<file path="config.mk">
export PLATFORM = sky130hd
export DESIGN_NAME = uart_command_frame_matcher_core
export DESIGN_NICKNAME = d
export VERILOG_FILES = /design/src/hw/rtl/ucfm_pkg.sv /design/src/hw/rtl/ucfm_cfg.sv /design/src/hw/rtl/ucfm_frame.sv /design/src/hw/rtl/ucfm_match.sv /design/src/hw/rtl/uart_command_frame_matcher_core.sv
export SDC_FILE = /design/constraint.sdc
export NUM_CORES = 1
export LEC_CHECK = 0
export ABC_AREA = 1
export BUFFER_PORTS_ARGS = -buffer_cell sky130_fd_sc_hd__buf_2
export CAP_MARGIN = 10
export CORE_MARGIN = 5
export CORE_UTILIZATION = 40
export CTS_BUF_LIST = sky130_fd_sc_hd__clkbuf_2
export CTS_CLUSTER_SIZE = 30
export DETAILED_ROUTE_END_ITERATION = 8
export GPL_TIMING_DRIVEN = 0
export SKIP_LAST_GASP = 1
export SYNTH_ARGS = -nofsm -noshare
export SYNTH_HDL_FRONTEND = slang
export SYNTH_SLANG_ARGS = --single-unit
</file>
<file path="constraint.sdc">
create_clock -name clk -period 7.7 [get_ports clk]
set_clock_uncertainty 0.2 [all_clocks]
set_input_delay 1.155 -clock clk [delete_from_list [all_inputs] [get_ports clk]]
set_output_delay 1.155 -clock clk [all_outputs]
set_load 0.005 [all_outputs]
</file>
<file path="src/hw/rtl/ucfm_pkg.sv">
// Shared types, character constants and the string compare function for the
// command frame matcher. No dependencies; every other file imports this one.
package ucfm_pkg;

    localparam int HELD_BYTES  = 8;
    localparam int TABLE_SLOTS = 4;
    localparam int WORD_W      = 64;
    localparam int POS_W       = 4;
    localparam int CFG_INDEX_W = 3;
    localparam int ENTRY_W     = 2;

    localparam logic [POS_W-1:0] POS_MAX = 4'd15;

    localparam logic [7:0] CHAR_CR  = 8'h0D;
    localparam logic [7:0] CHAR_LF  = 8'h0A;
    localparam logic [7:0] CHAR_SP  = 8'h20;
    localparam logic [7:0] CHAR_TAB = 8'h09;
    localparam logic [7:0] CHAR_NUL = 8'h00;

    typedef struct packed {
        logic [7:0] rx_byte;
        logic       carries_byte;
        logic       frame_end;
    } in_item_t;

    typedef struct packed {
        logic               match_found;
        logic [ENTRY_W-1:0] entry_index;
    } out_item_t;

    typedef logic [HELD_BYTES-1:0][7:0] held_t;

    // Snapshot of a closed frame, handed from the collector to the matcher.
    typedef struct packed {
        held_t            held;
        logic [POS_W-1:0] pos;
        logic             dirty;
    } frame_snap_t;

    function automatic logic is_blank(input logic [7:0] c);
        return (c == CHAR_CR) || (c == CHAR_LF) || (c == CHAR_SP) || (c == CHAR_TAB);
    endfunction

    // A frame matches when it starts with the whole string and all later held
    // bytes are blank; bytes past the held window are summarized by dirty.
    function automatic logic string_match(
        input logic [WORD_W-1:0] word,
        input frame_snap_t       snap,
        input int                max_chars
    );
        logic prefix;
        logic ok;
        logic in_str;
        prefix = 1'b1;
        ok     = !snap.dirty;
        for (int i = 0; i < HELD_BYTES; i++) begin
            in_str = prefix && (i < max_chars) && (word[8*i +: 8] != CHAR_NUL);
            prefix = in_str;
            if (in_str) begin
                if ((snap.held[i] != word[8*i +: 8]) || (POS_W'(i) >= snap.pos)) begin
                    ok = 1'b0;
                end
            end
            else if ((POS_W'(i) < snap.pos) && !is_blank(snap.held[i])) begin
                ok = 1'b0;
            end
        end
        return ok && (word[7:0] != CHAR_NUL);
    endfunction

endpackage

</file>
<file path="src/hw/rtl/ucfm_cfg.sv">
// Command and alias string registers with their write port.
// Depends on ucfm_pkg.
module ucfm_cfg #(
    parameter int NUM_ENTRIES   = 4,
    parameter int MAX_CMD_CHARS = 8
) (
    input  logic                             clk,
    input  logic                             rst_n,
    input  logic                             cfg_valid,
    output logic                             cfg_ready,
    input  logic [ucfm_pkg::CFG_INDEX_W-1:0] cfg_index,
    input  logic [ucfm_pkg::WORD_W-1:0]      cfg_data,
    output logic [MAX_CMD_CHARS*8-1:0]       command_words [NUM_ENTRIES],
    output logic [MAX_CMD_CHARS*8-1:0]       alias_words [NUM_ENTRIES]
);
    import ucfm_pkg::*;

    localparam int CW = MAX_CMD_CHARS * 8;

    logic [CW-1:0] command_reg [NUM_ENTRIES];
    logic [CW-1:0] alias_reg   [NUM_ENTRIES];
    logic          wr_en;

    assign cfg_ready = 1'b1;
    assign wr_en     = cfg_valid && cfg_ready;

    // Index bit 2 picks the alias bank; the low bits pick the entry.
    always_ff @(posedge clk or negedge rst_n)
    begin
        if (!rst_n)
        begin
            for (int e = 0; e < NUM_ENTRIES; e++)
            begin
                command_reg[e] <= '0;
                alias_reg[e]   <= '0;
            end
        end
        else if (wr_en)
        begin
            for (int e = 0; e < NUM_ENTRIES; e++)
            begin
                if (cfg_index[1:0] == ENTRY_W'(e))
                begin
                    if (cfg_index[2])
                    begin
                        alias_reg[e] <= cfg_data[CW-1:0];
                    end
                    else
                    begin
                        command_reg[e] <= cfg_data[CW-1:0];
                    end
                end
            end
        end
    end

    assign command_words = command_reg;
    assign alias_words   = alias_reg;

endmodule

</file>
<file path="src/hw/rtl/ucfm_frame.sv">
// Frame collector: holds the first bytes of the current frame, counts bytes
// and flags non-blank tail bytes, then registers a snapshot at frame end.
// Depends on ucfm_pkg.
module ucfm_frame (
    input  logic                  clk,
    input  logic                  rst_n,
    input  logic                  in_valid,
    output logic                  in_stall,
    input  ucfm_pkg::in_item_t    in_item,
    output logic                  snap_valid,
    output ucfm_pkg::frame_snap_t snap,
    input  logic                  snap_take
);
    import ucfm_pkg::*;

    logic [POS_W-1:0] pos_reg, pos_next;
    held_t            held_reg, held_next;
    logic             dirty_reg, dirty_next;
    logic             snap_valid_reg, snap_valid_next;
    frame_snap_t      snap_reg, snap_next;
    logic             accept;
    logic             close_frame;

    // The snapshot slot is the only thing that can back up into the input.
    assign in_stall = snap_valid_reg && !snap_take;
    assign accept   = in_valid && !in_stall;

    always_comb
    begin
        pos_next    = pos_reg;
        held_next   = held_reg;
        dirty_next  = dirty_reg;
        snap_next   = snap_reg;
        close_frame = 1'b0;
        if (accept && in_item.carries_byte)
        begin
            if (!pos_reg[POS_W-1])
            begin
                held_next[pos_reg[POS_W-2:0]] = in_item.rx_byte;
            end
            else if (!is_blank(in_item.rx_byte))
            begin
                dirty_next = 1'b1;
            end
            if (pos_reg != POS_MAX)
            begin
                pos_next = pos_reg + 1'b1;
            end
        end
        if (accept && in_item.frame_end)
        begin
            close_frame = (pos_next != '0);
            snap_next   = '{held: held_next, pos: pos_next, dirty: dirty_next};
            pos_next    = '0;
            dirty_next  = 1'b0;
        end
        snap_valid_next = (snap_valid_reg && !snap_take) || close_frame;
    end

    always_ff @(posedge clk or negedge rst_n)
    begin
        if (!rst_n)
        begin
            pos_reg        <= '0;
            dirty_reg      <= 1'b0;
            snap_valid_reg <= 1'b0;
        end
        else
        begin
            pos_reg        <= pos_next;
            dirty_reg      <= dirty_next;
            snap_valid_reg <= snap_valid_next;
        end
    end

    always_ff @(posedge clk)
    begin
        held_reg <= held_next;
        if (close_frame)
        begin
            snap_reg <= snap_next;
        end
    end

    assign snap_valid = snap_valid_reg;
    assign snap       = snap_reg;

endmodule

</file>
<file path="src/hw/rtl/ucfm_match.sv">
// Matcher: compares a closed frame against every command and alias in
// parallel and registers the lowest matching entry. Depends on ucfm_pkg.
module ucfm_match #(
    parameter int NUM_ENTRIES   = 4,
    parameter int MAX_CMD_CHARS = 8
) (
    input  logic                        clk,
    input  logic                        rst_n,
    input  logic                        snap_valid,
    input  ucfm_pkg::frame_snap_t       snap,
    output logic                        snap_take,
    input  logic [MAX_CMD_CHARS*8-1:0]  command_words [NUM_ENTRIES],
    input  logic [MAX_CMD_CHARS*8-1:0]  alias_words [NUM_ENTRIES],
    output logic                        out_valid,
    input  logic                        out_stall,
    output ucfm_pkg::out_item_t         out_item
);
    import ucfm_pkg::*;

    logic      out_valid_reg, out_valid_next;
    out_item_t out_item_reg;
    out_item_t result;

    assign snap_take = snap_valid && (!out_valid_reg || !out_stall);

    // Walk from the top entry down so the lowest match is the one kept.
    always_comb
    begin
        result = '{match_found: 1'b0, entry_index: '0};
        for (int e = NUM_ENTRIES - 1; e >= 0; e--)
        begin
            if (string_match(WORD_W'(command_words[e]), snap, MAX_CMD_CHARS) ||
                string_match(WORD_W'(alias_words[e]), snap, MAX_CMD_CHARS))
            begin
                result = '{match_found: 1'b1, entry_index: ENTRY_W'(e)};
            end
        end
    end

    always_comb
    begin
        out_valid_next = out_valid_reg;
        if (snap_take)
        begin
            out_valid_next = 1'b1;
        end
        else if (!out_stall)
        begin
            out_valid_next = 1'b0;
        end
    end

    always_ff @(posedge clk or negedge rst_n)
    begin
        if (!rst_n)
        begin
            out_valid_reg <= 1'b0;
        end
        else
        begin
            out_valid_reg <= out_valid_next;
        end
    end

    always_ff @(posedge clk)
    begin
        if (snap_take)
        begin
            out_item_reg <= result;
        end
    end

    assign out_valid = out_valid_reg;
    assign out_item  = out_item_reg;

endmodule

</file>
<file path="src/hw/rtl/uart_command_frame_matcher_core.sv">
// Command frame matcher top level: configuration registers, frame collector
// and matcher. Depends on ucfm_pkg, ucfm_cfg, ucfm_frame and ucfm_match.
//
// Takes one frame byte per cycle while the input is not stalled and, when a
// non-empty frame closes, reports the lowest entry whose command or alias
// string matches the frame (leading string, then only CR, LF, space or tab),
// or no match. The transfer that closes the frame loads the frame collector's
// snapshot register, and the parallel compare result is then loaded into the
// output register as soon as that register is free. A stalled output holds
// the result while the next frame keeps arriving; the input stalls only when
// a second closed frame waits behind a stalled result. Register writes are
// taken every cycle and take effect from the next cycle, so a frame still
// waiting in the snapshot register is compared against the new values; write
// them only while no frame is in flight.
module uart_command_frame_matcher_core #(
    parameter int NUM_ENTRIES   = 4,
    parameter int MAX_CMD_CHARS = 8
) (
    input  logic                             clk,
    input  logic                             rst_n,
    input  logic                             in_valid,
    output logic                             in_stall,
    input  ucfm_pkg::in_item_t               in_item,
    output logic                             out_valid,
    input  logic                             out_stall,
    output ucfm_pkg::out_item_t              out_item,
    input  logic                             cfg_valid,
    output logic                             cfg_ready,
    input  logic [ucfm_pkg::CFG_INDEX_W-1:0] cfg_index,
    input  logic [ucfm_pkg::WORD_W-1:0]      cfg_data
);
    import ucfm_pkg::*;

    logic [MAX_CMD_CHARS*8-1:0] command_words [NUM_ENTRIES];
    logic [MAX_CMD_CHARS*8-1:0] alias_words   [NUM_ENTRIES];
    logic                       snap_valid;
    logic                       snap_take;
    frame_snap_t                snap;

    ucfm_cfg #(
        .NUM_ENTRIES   (NUM_ENTRIES),
        .MAX_CMD_CHARS (MAX_CMD_CHARS)
    ) u_cfg (
        .clk           (clk),
        .rst_n         (rst_n),
        .cfg_valid     (cfg_valid),
        .cfg_ready     (cfg_ready),
        .cfg_index     (cfg_index),
        .cfg_data      (cfg_data),
        .command_words (command_words),
        .alias_words   (alias_words)
    );

    ucfm_frame u_frame (
        .clk        (clk),
        .rst_n      (rst_n),
        .in_valid   (in_valid),
        .in_stall   (in_stall),
        .in_item    (in_item),
        .snap_valid (snap_valid),
        .snap       (snap),
        .snap_take  (snap_take)
    );

    ucfm_match #(
        .NUM_ENTRIES   (NUM_ENTRIES),
        .MAX_CMD_CHARS (MAX_CMD_CHARS)
    ) u_match (
        .clk           (clk),
        .rst_n         (rst_n),
        .snap_valid    (snap_valid),
        .snap          (snap),
        .snap_take     (snap_take),
        .command_words (command_words),
        .alias_words   (alias_words),
        .out_valid     (out_valid),
        .out_stall     (out_stall),
        .out_item      (out_item)
    );

endmodule

</file>
* Word level (Yosys, flattened, before mapping)
Index checks and enable logic that the tools add are counted.
Cells by class: add/sub/neg operators 1, multiply operators 0, divide/modulo/power cells 0, order comparisons 18, equality and inequality tests 105, shift-type cells 0, muxes and demuxes 203, bitwise operators 1, reductions and logical operators 265
Operators with widths (number):
- $ne A8 B8 Y1 | 64
- $reduce_bool A8 Y1 | 64
- $eq A8 B4 Y1 const B | 27
- $mux W1 | 193
- $mux W64 | 2
- $logic_or A1 B1 Y1 | 97
- $logic_and A1 B1 Y1 | 78
- $eq A8 B6 Y1 const B | 9
- $bwmux W64 | 1
- $demux W8 S3 | 1
- $reduce_and A3 Y1 | 8
- $ge A3 B4 Y1 const A | 4
- $lt A3 B4 Y1 const A | 4
- $logic_not A1 Y1 | 13
- $mux W4 | 3
- $ge A1 B4 Y1 const A | 2
- $ge A2 B4 Y1 const A | 2
- $lt A1 B4 Y1 const A | 2
- $lt A2 B4 Y1 const A | 2
- $mux W8 | 1
- $add A4 B1 Y4 const B | 1
- $eq A2 B2 Y1 const B | 2
- $lt A3 B4 Y1 const B | 1
- $ne A4 B4 Y1 const B | 1
- other kinds (11) | 11
Storage, ports and cells: register bits 655, latch bits 0, memory bits (writable) 0, ROM bits 0, input bits 82, output and inout bits 6, word-level logic and storage cells 626, memories kept 0

* Logic depth before layout (Yosys ltp)
depth in word-level cells 27, mapped depth 18, mapped depth without buffers 18

* Modules after synthesis
Synthesis repeated with hierarchy kept, for this count alone.
Unflattened totals: cells, all modules 4656, area total of the unflattened synthesis 35211.3 µm²
By module, submodules not included:
- ucfm_cfg | times used 1, cells each 2281, area each 20190.6 µm², sequential area each 12812.3 µm²
- ucfm_match | times used 1, cells each 2014, area each 10356.2 µm², sequential area each 115.1 µm²
- ucfm_frame | times used 1, cells each 361, area each 4664.5 µm², sequential area each 3503.4 µm²

* Worst setup path before layout
No wires, ideal clock.
kind input port to flip-flop, from input port out_stall, to register u_frame.snap_reg, in the netlist u_frame.snap[0], enable pin, library setup time 0.536 ns, data arrival time 5.643 ns, data required time 6.964 ns, path slack 1.321 ns, cell stages on the path 9, buffers on the path 0, path through nand2_1 -> o21ai_1 -> inv_1 -> nand2_1 -> nor2_1 -> nand2_1 -> nand2_1 -> nor2_1 -> a41oi_1
Between the ends: longest elaborated chain between the ends 12, elaborated cells between the ends (all ways) 13, classes of those cells 2 x mux; 11 x reduce/logical
Ends and longest elaborated chain:
- start, declared | RTL line uart_command_frame_matcher_core.sv:25 | input logic out_stall,
- $logic_not A1 Y1 (*) | RTL line ucfm_match.sv:24 | assign snap_take = snap_valid && (!out_valid_reg || !out_stall);
- $logic_or A1 B1 Y1 (*) | RTL line ucfm_match.sv:24
- $logic_and A1 B1 Y1 (*) | RTL line ucfm_match.sv:24
- $logic_not A1 Y1 (*) | RTL line ucfm_frame.sv:25 | assign in_stall = snap_valid_reg && !snap_take;
- $logic_and A1 B1 Y1 (*) | RTL line ucfm_frame.sv:25
- $logic_not A1 Y1 (*) | RTL line ucfm_frame.sv:26 | assign accept = in_valid && !in_stall;
- $logic_and A1 B1 Y1 (*) | RTL line ucfm_frame.sv:26
- $logic_and A1 B1 Y1 | RTL line ucfm_frame.sv:35 | if (accept && in_item.carries_byte)
- $mux W4 | RTL line ucfm_frame.sv:35
- $reduce_bool A4 Y1 | RTL line ucfm_frame.sv:52 | close_frame = (pos_next != '0);
- $mux W1 | RTL line ucfm_frame.sv:50 | if (accept && in_item.frame_end)
- $reduce_and A2 Y1 (no source line) (*)
- end signal, assigned | RTL line ucfm_frame.sv:81 | snap_reg <= snap_next;
- end, declared | RTL line ucfm_frame.sv:20 | frame_snap_t snap_reg, snap_next;
Mark *: on every way between the ends. The rest lies on a longest branch, timed or not. A chain may end at the register's enable or synchronous reset.

* Final worst setup path
from register u_match.out_valid_reg (netlist: u_match.out_valid), to output port in_stall
Between the ends: longest elaborated chain between the ends 5
Ends and longest elaborated chain:
- start, declared | RTL line ucfm_match.sv:20 | logic out_valid_reg, out_valid_next;
- start signal, assigned | RTL line ucfm_match.sv:61 | out_valid_reg <= out_valid_next;
- $logic_not A1 Y1 | RTL line ucfm_match.sv:24
- $logic_or A1 B1 Y1 | RTL line ucfm_match.sv:24
- $logic_and A1 B1 Y1 | RTL line ucfm_match.sv:24
- $logic_not A1 Y1 | RTL line ucfm_frame.sv:25
- $logic_and A1 B1 Y1 | RTL line ucfm_frame.sv:25
- end, declared | RTL line uart_command_frame_matcher_core.sv:22 | output logic in_stall,
No other way between the ends.

==> results.yml <==
floorplanning:
  dieHeight_um: 298
  io_pins: 88
  core_area_um2: 82100
  die_w_um: 298
  rows: 105
  die-area_um2: 88700
  initial_core_util_pct: 40.4
synthesis:
  synth_edf_count: 72
  syn_nets: 4281
  ys_ff_latch: 655
  yosysWarnings: 0
  yosys.cell_count.top_type: "nand2_1"
  syn_inst: 4198
  synth_top_area_share_pct: 39.2
  yosysSeqAreaShare_pct: 49.6
  synth_top_cell_by_area: "dfrtp_1"
  ys_top_cells_by_count: "nand2_1, o21ai_0, dfrtp_1"
  netlist_area_um2: 33100
  synth_flop_cell: "dfrtp_1"
  async_flop_share_pct: 79.2
  synth_area_leaders: "dfrtp_1, nand2_1, o21ai_0"
  syn_avg_cell_area_um2: 7.90
  netlist-cell-type-count: 49
power:
  power_density_nw_per_um2: 266
  peakVddDrop_v: 0.000129
  total_leakage_power_uw: 0.0177
timing:
  timing.fmax_mhz: 289
  drv_slew: 0
  relSlewSlack_pct: 11.4
  hold_viol: 0
  worst_pin_slew_ns: 1.33
  rsz0062_at_grt: "false"
  finalCriticalPeriod_ns: 3.45
  layout_worst_path_cycle_share_pct: 44.9
  fin_hold_ws_ns: 0.149
  setup_viol: 0
worst_setup_path:
  critPathKind: "register to output port"
  path_cells: "nand2_1 > nor2_1 > buf_2"
  start_kind: "register"
  slowest_delay_ns: 0.37
  cpMaxStageDelayCell: "dfrtp_1"
  arrival_ns: 2.10
  regToRegSetupSlack_ns: 4.36
  crit_path_end_kind: "output port"
  worst_path_dominant_cell_family: "flip-flops"
  cp_max_fo: 3
  worst_ep_required_time_ns: 6.34
  path_buf_inv: 1
grt:
  overflow: 0
  grt_max_degree: 119
  grtUsageTotal_pct: 25.0
  grt_pass1_vias: 28605
  grt_antenna_before_repair: 3
  grt_pass1_wl_um: 172000
cells_and_area:
  area_growth_syn_to_layout_pct: 13.2
  drive_gt1_share_pct: 11.6
  final_nets: 4621
  final_core_util_pct: 45.7
clock_tree:
  cts_made_buffers: 175
  cts_tree: "yes"
  cts_buffer_depth: 3
  ctsResizeCount: 0
  cts_root_buf: "clkbuf_2"
  clkSinkCount: 655
  clock_latency_ns: 1.40
  postCtsSetupRepairBufs: 0
  htree_levels: 4
  clkTransAtPathRegs_ns: 0.09
detailed_routing:
  wl_um: 114000
  drtAntennaViolNets: 0
  drtIter0Drc: 2702
  vias: 30310
  wl_per_cell_um: 19.7
  drc: 0
  first_pass_iters: 6
  avgViaCountPerCell: 5.27
place:
  dp_hpwl_um: 82300
  gp_congestion: 0.937
  port_buffers: 86
job:
  cap_violations: 0
outcome:
  status: "finished, final reports clean"
min_path:
  min_path_type: "input port to register"
==> routing by layer <==
| layer | global-route usage [%] | vias to the layer above | wire length, µm |
|---|---|---|---|
| met3 | 4.78 | 218 | 8560 |
| li1 | - | 14414 | - |
| met2 | 39.7 | 1188 | 51700 |
| met5 | 0 | - | 9 |
| met1 | 34.1 | 14488 | 49300 |
| met4 | 9.38 | 2 | 3940 |
==> worst paths after layout <==
kind	startpoint	cells past startpoint	to
max	u_match.out_valid	3	in_stall
min	in_item[7]	4	u_frame.dirty_reg
max reg2reg	u_frame.snap[4]	13	u_match.out_item[0]
min reg2reg	u_frame.held_reg[6]	2	u_frame.snap[11]
max in group asynchronous	rst_n	5	u_cfg.command_words[241]
min in group asynchronous	rst_n	2	u_cfg.command_words[151]
==> layout by cell type (no fill, tap or decap), types with 28 or more instances in the layout <==
cell type / synthesis / layout
nand4_1: 78 / 78
clkinv_1: 2 / 35
o22ai_1: 47 / 47
nor3_1: 47 / 47
nand3_1: 138 / 138
dlygate4sd3_1: 0 / 69
a21oi_1: 65 / 65
dfrtp_1: 519 / 519
o21ai_0: 630 / 630
nor2_1: 442 / 442
clkbuf_2: 0 / 262
edfxtp_1: 72 / 72
inv_2: 41 / 42
xor2_1: 104 / 104
nand2_1: 1141 / 1141
nor4_1: 40 / 40
dfxtp_1: 64 / 64
inv_1: 311 / 311
clkbuf_1: 119 / 117
buf_4: 28 / 28
buf_2: 36 / 121
xnor2_1: 158 / 158
==> tightest hold or removal path, cell delays in order <==
cell	delay [ns]
buf_2	0.15
o2111ai_1	0.16
nand3_1	0.11
a21oi_1	0.07
==> power breakdown <==
part           switching (µW)  internal [µW]  leakage (µW)
clock                    1540           1050       0.00125
combinational            1570           1010       0.00872
sequential                604           4220       0.00770
total                    3720           6280        0.0177
==> final cells by class <==
class                      count  area, µm²
fill                        8326      44600
sequential                   655      16400
multi-input combinational   2997      14500
inverter                     356       1340
timing repair buffer         163       1340
tap                         1070       1340
clock buffer                 260       1300
buffer                       190        918
clock inverter                57        375
antenna                        5       12.5
==> cell families after synthesis <==
group,Yosys count,share of synthesized area (%)
simple gates,1940,24.1
compound gates,793,12.5
flops,655,49.6
buf+inv,546,6.81
xor+xnor,262,6.92
fa+ha+maj,1,0.0377
other cells,1,0.0113
==> stage by stage <==
step | instances | total power, µW | setup TNS [ns] | area [µm²] | setup slack [ns]
after floorplan | 4198 | 6560 | 0 | 33100 | 1.32
after global placement | 5354 | 7320 | -3109.97 | 34900 | -5.92
after detailed placement | 5362 | 7390 | 0 | 35200 | 3.57
after CTS | 5748 | 10000 | 0 | 37500 | 4.08
after global routing | 5749 | 10700 | 0 | 37500 | 4.02
final | 5753 | 9990 | 0 | 37500 | 4.25
==> timing repair <==
| action | CTS | global route |
|---|---|---|
| hold endpoints to repair | 572 | 0 |
| hold buffers | 69 | 0 |
| endpoints found under the setup margin | 0 | 0 |
(Power assumes the default switching activity.)
